--- src/design/integer_stack_with_search_assert.svh ---
// Assertion macros for the integer stack with search.
// Included by the top level; relies on clk and rst_n being in scope.
`ifndef INTEGER_STACK_WITH_SEARCH_ASSERT_SVH
`define INTEGER_STACK_WITH_SEARCH_ASSERT_SVH

// Same-cycle implication, checked outside reset.
`define ISS_ASSERT_NOW(label, ante, cons, msg) \
  label: assert property (@(posedge clk) disable iff (!rst_n) (ante) |-> (cons)) \
    else $error(msg);

// Next-cycle implication, checked outside reset.
`define ISS_ASSERT_NEXT(label, ante, cons, msg) \
  label: assert property (@(posedge clk) disable iff (!rst_n) (ante) |=> (cons)) \
    else $error(msg);

`endif

--- src/design/iss_pkg.sv ---
// Shared types and constants for the integer stack with search.
// Used by iss_cell and integer_stack_with_search; depends on nothing.
package iss_pkg;

  localparam int DEPTH_DEF = 64;
  localparam int DATA_W    = 32;
  localparam int REQ_W     = 4;
  localparam int ERR_W     = 2;

  localparam logic [REQ_W-1:0] REQ_PUSH   = 4'd0;
  localparam logic [REQ_W-1:0] REQ_POP    = 4'd1;
  localparam logic [REQ_W-1:0] REQ_PEEK   = 4'd2;
  localparam logic [REQ_W-1:0] REQ_DUP    = 4'd3;
  localparam logic [REQ_W-1:0] REQ_SWAP   = 4'd4;
  localparam logic [REQ_W-1:0] REQ_ADD    = 4'd5;
  localparam logic [REQ_W-1:0] REQ_SUB    = 4'd6;
  localparam logic [REQ_W-1:0] REQ_SEARCH = 4'd7;
  localparam logic [REQ_W-1:0] REQ_CLEAR  = 4'd8;

  localparam logic [ERR_W-1:0] ERR_NONE  = 2'd0;
  localparam logic [ERR_W-1:0] ERR_OVER  = 2'd1;
  localparam logic [ERR_W-1:0] ERR_UNDER = 2'd2;

  // What a cell loads on the next edge.
  typedef enum logic [1:0] {
    CELL_HOLD,
    CELL_FROM_UP,
    CELL_FROM_DOWN
  } cell_op_t;

  typedef struct packed {
    cell_op_t op;
    logic     hit_clr;
  } cell_ctl_t;

endpackage

--- src/design/iss_cell.sv ---
// One stack cell: holds one entry and one bit of the ripple search flag.
// Depends on iss_pkg for the cell control struct and data width.
module iss_cell (
  input  logic                               clk,
  input  logic                               rst_n,
  input  iss_pkg::cell_ctl_t                 ctl,
  input  logic signed [iss_pkg::DATA_W-1:0]  up_data,
  input  logic signed [iss_pkg::DATA_W-1:0]  down_data,
  input  logic signed [iss_pkg::DATA_W-1:0]  key,
  input  logic                               live,
  input  logic                               hit_in,
  output logic signed [iss_pkg::DATA_W-1:0]  data_out,
  output logic                               hit_out
);

  logic signed [iss_pkg::DATA_W-1:0] data_r;
  logic signed [iss_pkg::DATA_W-1:0] data_nxt;
  logic                              hit_r;
  logic                              hit_nxt;

  always_comb begin
    case (ctl.op)
      iss_pkg::CELL_FROM_UP:   data_nxt = up_data;
      iss_pkg::CELL_FROM_DOWN: data_nxt = down_data;
      default:                 data_nxt = data_r;
    endcase
  end

  // The flag from the cell above is ORed with this cell's own match, so a
  // hit anywhere travels one cell toward the bottom on every edge.
  assign hit_nxt = ctl.hit_clr ? 1'b0 : (hit_in | (live & (data_r == key)));

  always_ff @(posedge clk) begin
    data_r <= data_nxt;
  end

  always_ff @(posedge clk) begin
    if (!rst_n) begin
      hit_r <= 1'b0;
    end else begin
      hit_r <= hit_nxt;
    end
  end

  assign data_out = data_r;
  assign hit_out  = hit_r;

endmodule

--- config.mk ---
export PLATFORM = sky130hd
export DESIGN_NAME = iss_cell
export DESIGN_NICKNAME = d
export VERILOG_FILES = /design/src/design/integer_stack_with_search_assert.svh /design/src/design/iss_pkg.sv /design/src/design/iss_cell.sv
export SDC_FILE = /design/constraint.sdc
export NUM_CORES = 1
export LEC_CHECK = 0
export BUFFER_PORTS_ARGS = -buffer_cell sky130_fd_sc_hd__buf_4
export CAP_MARGIN = 10
export CORE_UTILIZATION = 42
export CTS_CLUSTER_DIAMETER = 80
export DETAILED_ROUTE_END_ITERATION = 8
export GPL_ROUTABILITY_DRIVEN = 0
export MAX_ROUTING_LAYER = met4
export PLACE_DENSITY = 0.82
export SKIP_CTS_REPAIR_TIMING = 1
export SLEW_MARGIN = 20
export SYNTH_ARGS = -nofsm -noshare
export SYNTH_HDL_FRONTEND = slang
export SYNTH_SLANG_ARGS = --single-unit
--- constraint.sdc ---
create_clock -name clk -period 2.8 [get_ports clk]
set_input_delay 0.14 -clock clk [delete_from_list [all_inputs] [get_ports clk]]
set_output_delay 0.14 -clock clk [all_outputs]
set_load 0.01 [all_outputs]
==> flow_metrics.env <==
export IMPL_via_per_inst=4.73
export IMPL_clk_pin_slew_ns=0.07
export IMPL_hp_class="input pin to flip-flop"
export IMPL_fin_nets=361
export IMPL_routedWlPerCell_microns=15.4
export IMPL_synth_top_area_frac=0.551
export IMPL_synth_edff_count=32
export IMPL_status="completed"
export IMPL_setup_viol=0
export IMPL_syn_num_nets=221
export IMPL_setup_worst_path_end_class="flip-flop"
export IMPL_yosysSeqAreaShare=0.563
export IMPL_avgSynthCellArea_sq_um=14.9
export IMPL_final_min_clock_period_ns=1.66
export IMPL_wl_met1_microns=1780
export IMPL_syn_area_sq_um=1740
export IMPL_power_density_nw_per_um2=485
export IMPL_synth_seq_cells=33
export IMPL_n_fill_cell=292
export IMPL_synth_ff_type="edfxtp_1"
export IMPL_r2r_start="data_out[2]"
export IMPL_drive_above_1_share=0.667
export IMPL_maxCapViolCount=0
export IMPL_skew_ns=0.00292
export IMPL_finalHoldViolCount=0
export IMPL_cts_made_buffers=5
export IMPL_route_detailed_drc=0
export IMPL_required_ns=3.02
export IMPL_ys_top_cells_by_count="32 x edfxtp_1, 30 x mux2_2, 23 x xor2_1"
export IMPL_drtIter0Drc=58
export IMPL_synth_most_common_cell="edfxtp_1"
export IMPL_grt_pass1_vias=1493
export IMPL_worstSetupStartpointType="flip-flop"
export IMPL_fin_setup_tns_ns=0
export IMPL_crit_fanout=2
export IMPL_synth_async_reset_ratio=0
export IMPL_start_util=0.436
export IMPL_totalWireLength_microns=4730
export IMPL_route_met2_wl_microns=2530
export IMPL_firstDrtPassIters=4
export IMPL_antenna_found_initial=0
export IMPL_dr_max_layer_used="met4"
export IMPL_drv_slew=0
export IMPL_row_count=23
export IMPL_core_area_sq_um=4000
export IMPL_hpwlAfterDp_microns=3850
export IMPL_area_growth_pct=67.6
export IMPL_wl_met3_microns=384
export IMPL_synthDistinctLibCells=15
export IMPL_vias=1458
export IMPL_grt_max_degree=20
export IMPL_ys_warn_count=0
export IMPL_grt_pass1_wl_microns=6970
export IMPL_p_leak_nw=1.29
export IMPL_clock_sinks=33
export IMPL_io_pins=136
export IMPL_hold_ws_ns=0.0862
export IMPL_period_share=0.591
export IMPL_holdCritStartpoint="hit_in"
export IMPL_cts_tree="done"
export IMPL_drtAntennaViolNets=0
export IMPL_die_area_sq_um=4410
export IMPL_rsz0062_at_grt="false"
export IMPL_startpoint="data_out[2]"
export IMPL_ir_drop_v=0.000364
export IMPL_antenna_cells=0
export IMPL_netlist_top_cells_area="edfxtp_1 55%, mux2_2 19%, xor2_1 12%"
export IMPL_ctsHtreeMaxLevel=2
export IMPL_overflow=0
export IMPL_worstPathArrival_ns=1.88
export IMPL_cts_path_max_buffers=2
export IMPL_relSlewSlack=0.533
export IMPL_synth_largest_area_cell="edfxtp_1"
export IMPL_die_h_microns=66.4
export IMPL_worstSetupPathType="flip-flop to flip-flop"
export IMPL_clock_fmax_ghz=0.604
export IMPL_io_buffers=135
export IMPL_die_w_microns=66.4
export IMPL_grt_util_all_layers=0.230
export IMPL_worstMarginPinSlew_ns=0.700
export IMPL_clk_latency_ns=0.27
export IMPL_synth_cells=117
export IMPL_cts_root_buf="clkbuf_8"
## logic make-up after synthesis
group,count (synthesis),share of synthesized area
mux,32,0.207
simple gates,12,0.0424
buf+inv,6,0.0151
flops,33,0.563
fa+ha+maj,1,0.00718
xor+xnor,32,0.161
compound gates,1,0.00503
## power by group
group | internal [mW] | switching (mW)
clock network | 0.176 | 0.158
logic | 0.252 | 0.155
registers | 0.629 | 0.0472
total | 1.06 | 0.360
## stage by stage
stage	worst slack, ns	std cells	instance area, sq um	power, mW	utilization
2_1_floorplan	1.34	117	1740	0.840	-
3_3_place_gp	1.06	300	2840	1.09	0.710
6_report	1.14	308	2920	1.42	0.730
3_5_place_dp	1.01	300	2840	1.10	0.710
5_1_grt	1.10	308	2920	1.48	0.730
4_1_cts	1.16	308	2920	1.43	0.730
## path summary, 6_finish.rpt
path	depth (start not counted)	end	slack (ns)
setup / recovery	5	hit_out	1.14
hold / removal	2	hit_out	0.09
setup reg to reg	5	hit_out	1.14
hold reg to reg	4	hit_out	0.79
## routing by layer
layer,track usage,vias up
li1,-,713
met1,0.251,675
met2,0.390,66
met3,0.0828,4
met4,0.0718,0
met5,-,-
## final cells by class
cell class                 instances  area, sq um  area share
timing repair buffer             137         1050       0.361
sequential                        33          981       0.336
multi-input combinational         78          736       0.252
clock buffer                       8         80.1      0.0274
tap                               50         62.6      0.0214
inverter                           2         7.51     0.00257
## sequential cells by signal, indices dropped and copies added, names as in the netlist
register and cells:
hit_out 1, data_out 32
## critical path, stage by stage, from the launching register on
cell and delay [ns]:
edfxtp_1 0.41, xor2_1 0.17, nor4_1 0.38, nand4_1 0.17, nor4_1 0.31, a22o_1 0.16
## cells in the final DEF, fill, tap and decap left out, types with 3 or more instances in the layout
cell and instances:
buf_4 135, nand4_1 4, mux2_2 30, xor2_1 23, nor4_1 6, edfxtp_1 32
clkbuf_8 5, clkbuf_1 3, xnor2_1 9
No activity file was read; power rests on OpenSTA's default activity.
